===== config.mk =====
export PLATFORM = sky130hd
export DESIGN_NAME = software_timer_bank_top
export DESIGN_NICKNAME = d
export VERILOG_FILES = /design/src/rtl/core/stb_pkg.sv /design/src/rtl/core/stb_mem.sv /design/src/rtl/core/stb_alu.sv /design/src/rtl/core/software_timer_bank_top.sv
export SDC_FILE = /design/constraint.sdc
export NUM_CORES = 2
export LEC_CHECK = 0
export ABC_AREA = 1
export BUFFER_PORTS_ARGS = -buffer_cell sky130_fd_sc_hd__buf_2
export CORE_ASPECT_RATIO = 1.5
export CORE_MARGIN = 1
export CORE_UTILIZATION = 54
export DETAILED_ROUTE_END_ITERATION = 12
export PLACE_DENSITY = 0.7
export SETUP_SLACK_MARGIN = 0.5
export SYNTH_ARGS = -nofsm -noshare
export SYNTH_HDL_FRONTEND = slang
export SYNTH_SLANG_ARGS = --single-unit

===== constraint.sdc =====
create_clock -name aclk -period 11.55 [get_ports aclk]
set_clock_uncertainty 0.05 [all_clocks]
set_input_delay 1.155 -clock aclk [delete_from_list [all_inputs] [get_ports aclk]]
set_output_delay 1.155 -clock aclk [all_outputs]
set_load 0.005 [all_outputs]

===== src/rtl/core/stb_pkg.sv =====
// shared types and constants for the software timer bank
`timescale 1ns / 1ps
`default_nettype none

package stb_pkg;

    // default sizing of the bank
    localparam int NUM_TIMERS_DEF = 16;
    localparam int TIME_WIDTH_DEF = 32;

    // fixed port field widths
    localparam int OWNER_W  = 16;
    localparam int IVL_W    = 32;
    localparam int STATUS_W = 3;
    localparam int ID_W     = 5;

    typedef enum logic {
        OP_CREATE = 1'b0,
        OP_TICK   = 1'b1
    } op_t;

    typedef enum logic [STATUS_W-1:0] {
        ST_CREATED = 3'd0,
        ST_FULL    = 3'd1,
        ST_INVALID = 3'd2,
        ST_FIRED   = 3'd3,
        ST_DONE    = 3'd4
    } status_t;

    // write strobes from the sequencer to the timer store
    typedef struct packed {
        logic rem_we;
        logic cfg_we;
    } mem_ctl_t;

endpackage

`default_nettype wire


===== src/rtl/core/stb_mem.sv =====
// timer store: remaining time and per-slot configuration memories
`timescale 1ns / 1ps
`default_nettype none

module stb_mem
    import stb_pkg::*;
#(
    parameter int NUM_TIMERS = NUM_TIMERS_DEF,
    parameter int TIME_WIDTH = TIME_WIDTH_DEF,
    localparam int SLOT_W = (NUM_TIMERS > 1) ? $clog2(NUM_TIMERS) : 1
) (
    input  wire logic                  aclk,
    input  wire mem_ctl_t              ctl,
    input  wire logic [SLOT_W-1:0]     rem_waddr,
    input  wire logic [TIME_WIDTH-1:0] rem_wdata,
    input  wire logic [SLOT_W-1:0]     cfg_waddr,
    input  wire logic [TIME_WIDTH-1:0] period_wdata,
    input  wire logic [OWNER_W-1:0]    owner_wdata,
    input  wire logic                  periodic_wdata,
    input  wire logic [SLOT_W-1:0]     rd_addr,
    output logic      [TIME_WIDTH-1:0] rd_rem,
    output logic      [TIME_WIDTH-1:0] rd_period,
    output logic      [OWNER_W-1:0]    rd_owner,
    output logic                       rd_periodic
);

    logic [TIME_WIDTH-1:0] rem_mem    [NUM_TIMERS];
    logic [TIME_WIDTH-1:0] period_mem [NUM_TIMERS];
    logic [OWNER_W-1:0]    owner_mem  [NUM_TIMERS];
    logic                  per_mem    [NUM_TIMERS];

    always_ff @(posedge aclk) begin
        if (ctl.rem_we) begin
            rem_mem[rem_waddr] <= rem_wdata;
        end
        rd_rem <= rem_mem[rd_addr];
    end

    always_ff @(posedge aclk) begin
        if (ctl.cfg_we) begin
            period_mem[cfg_waddr] <= period_wdata;
            owner_mem[cfg_waddr]  <= owner_wdata;
            per_mem[cfg_waddr]    <= periodic_wdata;
        end
        rd_period   <= period_mem[rd_addr];
        rd_owner    <= owner_mem[rd_addr];
        rd_periodic <= per_mem[rd_addr];
    end

endmodule

`default_nettype wire


===== src/rtl/core/stb_alu.sv =====
// shared compare and subtract unit for the per-slot countdown
`timescale 1ns / 1ps
`default_nettype none

module stb_alu
    import stb_pkg::*;
#(
    parameter int TIME_WIDTH = TIME_WIDTH_DEF
) (
    input  wire logic [TIME_WIDTH-1:0] remaining,
    input  wire logic [TIME_WIDTH-1:0] elapsed,
    output logic                       fire,
    output logic      [TIME_WIDTH-1:0] diff
);

    logic [TIME_WIDTH:0] sub;

    // borrow or exact zero means the timer expires on this request
    assign sub  = {1'b0, remaining} - {1'b0, elapsed};
    assign fire = sub[TIME_WIDTH] || (sub[TIME_WIDTH-1:0] == '0);
    assign diff = sub[TIME_WIDTH-1:0];

endmodule

`default_nettype wire


===== src/rtl/core/software_timer_bank_top.sv =====
// top level of the software timer bank: request sequencer and result register
//
//   channel  dir  handshake          payload
//   s_       in   s_valid / s_ready  op, owner, interval, repeat_flag, elapsed
//   m_       out  m_valid / m_ready  status, handle, owner_out, last
//
// a create request is captured, then does the slot write and gives its result
// a tick request is captured, then each filled slot in turn goes through the shared
// compare/subtract unit, then the done result is given
// a slot that fires waits while the result register is still held by m_ready low
// s_ready is high only while no request is in work; a result may still wait
// reset clears the sequencer, the active bits and the fill count; the timer
// memories are not cleared, only filled slots are ever visited
`timescale 1ns / 1ps
`default_nettype none

module software_timer_bank_top
    import stb_pkg::*;
#(
    parameter int NUM_TIMERS = NUM_TIMERS_DEF,
    parameter int TIME_WIDTH = TIME_WIDTH_DEF
) (
    input  wire logic                aclk,
    input  wire logic                aresetn,
    input  wire logic                s_valid,
    output logic                     s_ready,
    input  wire logic                s_op,
    input  wire logic [OWNER_W-1:0]  s_owner,
    input  wire logic [IVL_W-1:0]    s_interval,
    input  wire logic                s_repeat_flag,
    input  wire logic [IVL_W-1:0]    s_elapsed,
    output logic                     m_valid,
    input  wire logic                m_ready,
    output logic [STATUS_W-1:0]      m_status,
    output logic [ID_W-1:0]          m_handle,
    output logic [OWNER_W-1:0]       m_owner_out,
    output logic                     m_last
);

    localparam int SLOT_W = (NUM_TIMERS > 1) ? $clog2(NUM_TIMERS) : 1;
    localparam int CNT_W  = $clog2(NUM_TIMERS + 1);

    typedef enum logic [1:0] {
        S_IDLE,
        S_CREATE,
        S_SCAN,
        S_DONE
    } state_t;

    state_t                state_reg;
    logic [SLOT_W-1:0]     slot_reg;
    logic [SLOT_W-1:0]     slot_next;
    logic [CNT_W-1:0]      used_reg;
    logic [NUM_TIMERS-1:0] active_reg;

    // captured request
    logic [TIME_WIDTH-1:0] ivl_reg;
    logic [TIME_WIDTH-1:0] el_reg;
    logic [OWNER_W-1:0]    owner_reg;
    logic                  rep_reg;

    // result register
    logic                  m_valid_reg;
    logic [STATUS_W-1:0]   m_status_reg;
    logic [ID_W-1:0]       m_handle_reg;
    logic [OWNER_W-1:0]    m_owner_out_reg;
    logic                  m_last_reg;

    // request fields brought to the time width (zero extend or truncate)
    logic [TIME_WIDTH+IVL_W-1:0] ivl_wide;
    logic [TIME_WIDTH+IVL_W-1:0] el_wide;

    // store read data for slot_reg
    logic [TIME_WIDTH-1:0] rd_rem;
    logic [TIME_WIDTH-1:0] rd_period;
    logic [OWNER_W-1:0]    rd_owner;
    logic                  rd_periodic;

    logic                  alu_fire;
    logic [TIME_WIDTH-1:0] alu_diff;

    mem_ctl_t              mem_ctl;
    logic [SLOT_W-1:0]     rem_waddr;
    logic [TIME_WIDTH-1:0] rem_wdata;

    logic                  out_free;
    logic                  slot_act;
    logic                  slot_fire;
    logic                  step_ok;
    logic                  slot_last;
    logic                  create_ok;
    logic [CNT_W-1:0]      slot_id;
    logic [CNT_W-1:0]      used_id;
    logic [CNT_W+ID_W-1:0] slot_id_wide;
    logic [CNT_W+ID_W-1:0] used_id_wide;

    assign ivl_wide = {{TIME_WIDTH{1'b0}}, s_interval};
    assign el_wide  = {{TIME_WIDTH{1'b0}}, s_elapsed};

    assign s_ready     = (state_reg == S_IDLE);
    assign m_valid     = m_valid_reg;
    assign m_status    = m_status_reg;
    assign m_handle    = m_handle_reg;
    assign m_owner_out = m_owner_out_reg;
    assign m_last      = m_last_reg;

    // result register can take a new result this cycle
    assign out_free = !m_valid_reg || m_ready;

    // slot under test in the scan
    assign slot_act  = active_reg[slot_reg];
    assign slot_fire = slot_act && alu_fire;
    assign step_ok   = !slot_fire || out_free;
    assign slot_id   = CNT_W'(slot_reg) + CNT_W'(1);
    assign slot_last = (slot_id == used_reg);

    // timer ids are slot + 1, cut to the id field
    assign used_id      = used_reg + CNT_W'(1);
    assign slot_id_wide = {{ID_W{1'b0}}, slot_id};
    assign used_id_wide = {{ID_W{1'b0}}, used_id};

    assign create_ok = (ivl_reg != '0) && (used_reg != CNT_W'(NUM_TIMERS));

    // next slot also drives the registered store read
    always_comb begin
        slot_next = slot_reg;
        if (state_reg == S_IDLE) begin
            slot_next = '0;
        end else if ((state_reg == S_SCAN) && step_ok && !slot_last) begin
            slot_next = slot_reg + SLOT_W'(1);
        end
    end

    // store writes: new timer on create, countdown or reload on tick
    always_comb begin
        mem_ctl.cfg_we = (state_reg == S_CREATE) && out_free && create_ok;
        mem_ctl.rem_we = mem_ctl.cfg_we ||
                         ((state_reg == S_SCAN) && slot_act && step_ok &&
                          (!alu_fire || rd_periodic));
        if (state_reg == S_CREATE) begin
            rem_waddr = used_reg[SLOT_W-1:0];
            rem_wdata = ivl_reg;
        end else begin
            rem_waddr = slot_reg;
            rem_wdata = alu_fire ? rd_period : alu_diff;
        end
    end

    stb_mem #(
        .NUM_TIMERS (NUM_TIMERS),
        .TIME_WIDTH (TIME_WIDTH)
    ) u_mem (
        .aclk           (aclk),
        .ctl            (mem_ctl),
        .rem_waddr      (rem_waddr),
        .rem_wdata      (rem_wdata),
        .cfg_waddr      (used_reg[SLOT_W-1:0]),
        .period_wdata   (ivl_reg),
        .owner_wdata    (owner_reg),
        .periodic_wdata (rep_reg),
        .rd_addr        (slot_next),
        .rd_rem         (rd_rem),
        .rd_period      (rd_period),
        .rd_owner       (rd_owner),
        .rd_periodic    (rd_periodic)
    );

    stb_alu #(
        .TIME_WIDTH (TIME_WIDTH)
    ) u_alu (
        .remaining (rd_rem),
        .elapsed   (el_reg),
        .fire      (alu_fire),
        .diff      (alu_diff)
    );

    always_ff @(posedge aclk) begin
        if (!aresetn) begin
            state_reg   <= S_IDLE;
            slot_reg    <= '0;
            used_reg    <= '0;
            active_reg  <= '0;
            m_valid_reg <= 1'b0;
        end else begin
            slot_reg <= slot_next;
            // result taken downstream
            if (m_valid_reg && m_ready) begin
                m_valid_reg <= 1'b0;
            end
            unique case (state_reg)
                S_IDLE: begin
                    if (s_valid) begin
                        ivl_reg   <= ivl_wide[TIME_WIDTH-1:0];
                        el_reg    <= el_wide[TIME_WIDTH-1:0];
                        owner_reg <= s_owner;
                        rep_reg   <= s_repeat_flag;
                        if (s_op == OP_TICK) begin
                            state_reg <= (used_reg == '0) ? S_DONE : S_SCAN;
                        end else begin
                            state_reg <= S_CREATE;
                        end
                    end
                end
                S_CREATE: begin
                    if (out_free) begin
                        m_valid_reg     <= 1'b1;
                        m_owner_out_reg <= '0;
                        m_last_reg      <= 1'b1;
                        m_handle_reg    <= '0;
                        // zero interval is checked ahead of the full table
                        if (ivl_reg == '0) begin
                            m_status_reg <= ST_INVALID;
                        end else if (!create_ok) begin
                            m_status_reg <= ST_FULL;
                        end else begin
                            m_status_reg   <= ST_CREATED;
                            m_handle_reg   <= used_id_wide[ID_W-1:0];
                            active_reg[used_reg[SLOT_W-1:0]] <= 1'b1;
                            used_reg       <= used_id;
                        end
                        state_reg <= S_IDLE;
                    end
                end
                S_SCAN: begin
                    if (slot_fire && out_free) begin
                        m_valid_reg     <= 1'b1;
                        m_status_reg    <= ST_FIRED;
                        m_handle_reg    <= slot_id_wide[ID_W-1:0];
                        m_owner_out_reg <= rd_owner;
                        m_last_reg      <= 1'b0;
                        if (!rd_periodic) begin
                            active_reg[slot_reg] <= 1'b0;
                        end
                    end
                    if (step_ok && slot_last) begin
                        state_reg <= S_DONE;
                    end
                end
                S_DONE: begin
                    if (out_free) begin
                        m_valid_reg     <= 1'b1;
                        m_status_reg    <= ST_DONE;
                        m_handle_reg    <= '0;
                        m_owner_out_reg <= '0;
                        m_last_reg      <= 1'b1;
                        state_reg       <= S_IDLE;
                    end
                end
                default: begin
                    state_reg <= S_IDLE;
                end
            endcase
        end
    end

endmodule

`default_nettype wire


==> metrics.txt <==
vias in the first global route 45.3k; Placer Congestion 0.978; CP Capture Point u_mem.rd_rem[3]; Buffers on Ports 112; clock buffer count from CTS 140; Max-Cap Viols 0; met1 wire length 69.0 mm; critical path peak fanout 146; Largest regs u_mem.period_mem: 512 flops, u_mem.rem_mem: 512 flops, u_mem.owner_mem: 256 flops; max_slew headroom 0.118; dpl hpwl 103 mm; die height 432 µm; Final #Nets 6539; CTS sink cnt 1511; Hold Path Depth 1; 1st-iter DRT viols 5141; sum of negative setup slack 0 ns; GRT Overall Usage 0.304; combinational share of power 0.300; CP Capture Type flop; HP Class flop to flop; switching power 6.34 mW; clock latency on the worst-skew pair 0.79 ns; Crit. Startpoint u_mem.rd_rem[0]; Hold-fix buffers, CTS 0; Reg area 44300 µm²; post-synth top area share 0.633; H-tree Lvls 4; first-pass GRT wire length 279 mm; FF+latch count, synth 1511; P&R area growth vs syn 9.67%; Die ar. 125000 µm²; Area contributors post-synth edfxtp_1 (63%), nand3_1 (12%), nand2_1 (8.6%), inv_1 (5.4%), dfxtp_1 (3.3%); per-cell routed wire length 23.2 µm; sequential fraction of design power 0.424; DRC errors left 0; met2 wire len 92.6 mm; Least-Margin Pin Slew 1.32 ns; Final period util 0.595; fin crit period 6.87 ns; P_int 11.0 mW; initial antenna violation count 8; max-slew violations 0; Starting Density 0.544; Syn Inst Count 6429; # IOs 113; Clock Power Share 0.275; grt ovf 0; Die X 289 µm; Core Footprint 122000 µm²; commonest non-fill, non-tap cell in the layout nand3_1; Place WS 4.97 ns; area leader, netlist edfxtp_1; layout cells sized above 1 0.0749; Multi-input gate area 17000 µm²; antenna-violating nets left 0; sw frac 0.366; pwr dens 238 nW/µm²; sequential area share after synthesis 0.666; status completed; Worst R2R End u_mem.rd_rem[3]; Arr. time, crit path 7.46 ns; CTS tree yes; data required time at the worst endpoint 12.13 ns; drt pass-1 iters 8; r2r startpoint u_mem.rd_rem[0]; reg-to-reg slack, setup 4.68 ns; Post-synth top flop edfxtp_1; asr flop ratio synth 0; Reg2Reg Depth 25; synth unique cells 45; Final setup viols 0; Fin. Hold Viols 0; Setup CP Type flop to flop; CTS max path bufs 3; Pleak 30.0 nW; clock-pin slew on the worst setup and hold paths 0.06 ns; finished layout cell area 72900 µm²; Rows 157; Placement Cell Area 68200 µm²; Post-synth EDFFs 1402; commonest non-fill, non-tap cells in the layout nand3_1 (1547), nand2_1 (1530), edfxtp_1 (1402); Post-Syn Nets 6556; # resized after CTS 0; vias 46.7k; CP startpoint kind flop; worst vdd ir 195 µV; Worst Setup Slack, final 4.68 ns; Netlist Area Pre-Place 66500 µm²; Yosys Warn Count 0; Post-CTS Setup Repair Bufs 0; filler instances 9774; Syn Area/Cell 10.3 µm²; largest net degree at the start of global routing 201; setup repair after global routing missed its margin false; met3 wire len 14.6 mm; routed vias/inst 5.75; root buf cell clkbuf_16; top routing layer in use met5; Max Fclk 146 MHz; Routed WL 189 mm
## final cells by class
cell class	count	area share
flip-flops and latches	1511	0.607
inverters	954	0.0493
well taps	1590	0.0273
repair buffers	213	0.0188
clock buffers	193	0.0535
diodes	4	0.000137
clock inverters	66	0.0115
multi-input cells	3592	0.232
## synth_stat cells, types with 2 or more instances
cell / n
nand3_1: 1549
nand2_1: 1530
edfxtp_1: 1402
inv_1: 948
nor2_1: 158
buf_2: 140
clkbuf_1: 122
dfxtp_1: 109
o21ai_0: 97
nand3b_1: 87
buf_4: 70
a21oi_1: 43
ha_1: 40
buf_6: 21
buf_1: 19
a31o_2: 10
nor4_1: 9
nand4_1: 8
o211a_1: 7
xnor2_1: 7
and3_1: 6
o211ai_1: 6
inv_2: 5
xor2_1: 5
o22ai_1: 4
nor3_1: 3
a211oi_1: 2
nand2_2: 2
nand3_2: 2
nand3_4: 2
o311a_1: 2
## critical path: stages, from the launching register on
cell and delay (ns):
dfxtp_1 0.56, inv_1 0.09, ha_1 0.24, fa_1 0.42
inv_1 0.11, nand3_1 0.08, nand3_2 0.12, nand3_1 0.08
nand3_1 0.26, xor2_1 0.36, nor2_1 0.07, nand3_1 0.09
nor2_1 0.07, nand3_1 0.09, nand2_2 0.26, nand3_4 0.19
nand3_4 0.13, nand2_1 0.16, nand2_1 0.11, nor2_4 0.78
buf_12 0.69, buf_4 0.70, nand3_1 0.18, nand3_1 0.12
nand3_1 0.10, nand2_1 0.35
## per-layer routing
metal  vias up  GRT usage
li1      21468          -
met1     22484      0.372
met4         4      0.188
met3       535     0.0437
met5         -          0
met2      2251      0.507
## how the worst min path moves through the flow
stage                               from              to  slack (ns)
after CTS                    s_owner[14]   owner_reg[14]        0.44
after detailed placement   active_reg[7]   active_reg[7]        0.45
after floorplan            active_reg[0]   active_reg[0]        0.43
after global routing          s_owner[1]    owner_reg[1]        0.46
after global placement    active_reg[11]  active_reg[11]        0.44
final                      active_reg[7]   active_reg[7]        0.46
## power by group through the flow
stage               clock network (mW)  logic (mW)  registers, mW
global route                      5.01        5.63           7.39
finish                            4.77        5.21           7.37
global placement                     0        5.08           7.46
detailed placement                   0        5.13           7.47
CTS                               4.82        5.15           7.36
floorplan                            0        3.38           7.33
## kinds of logic after synthesis
kind of cell	synth area share
AOI/OAI and AO/OA	0.0153
xor gates and xnor gates	0.00158
adders and majority gates	0.00783
buffers and inverters	0.0838
DFF	0.666
and+or+nand+nor	0.226
## per-stage QoR
stage               hold WS (ns)   util  instances  power, mW
floorplan                  0.432      -       6429       10.7
global placement           0.442  0.558       7860       12.5
detailed placement         0.450  0.558       7860       12.6
CTS                        0.438  0.597       8119       17.3
global route               0.457  0.597       8122       18.0
finish                     0.462  0.597       8123       17.4
Power figures use the tool's default switching activity.
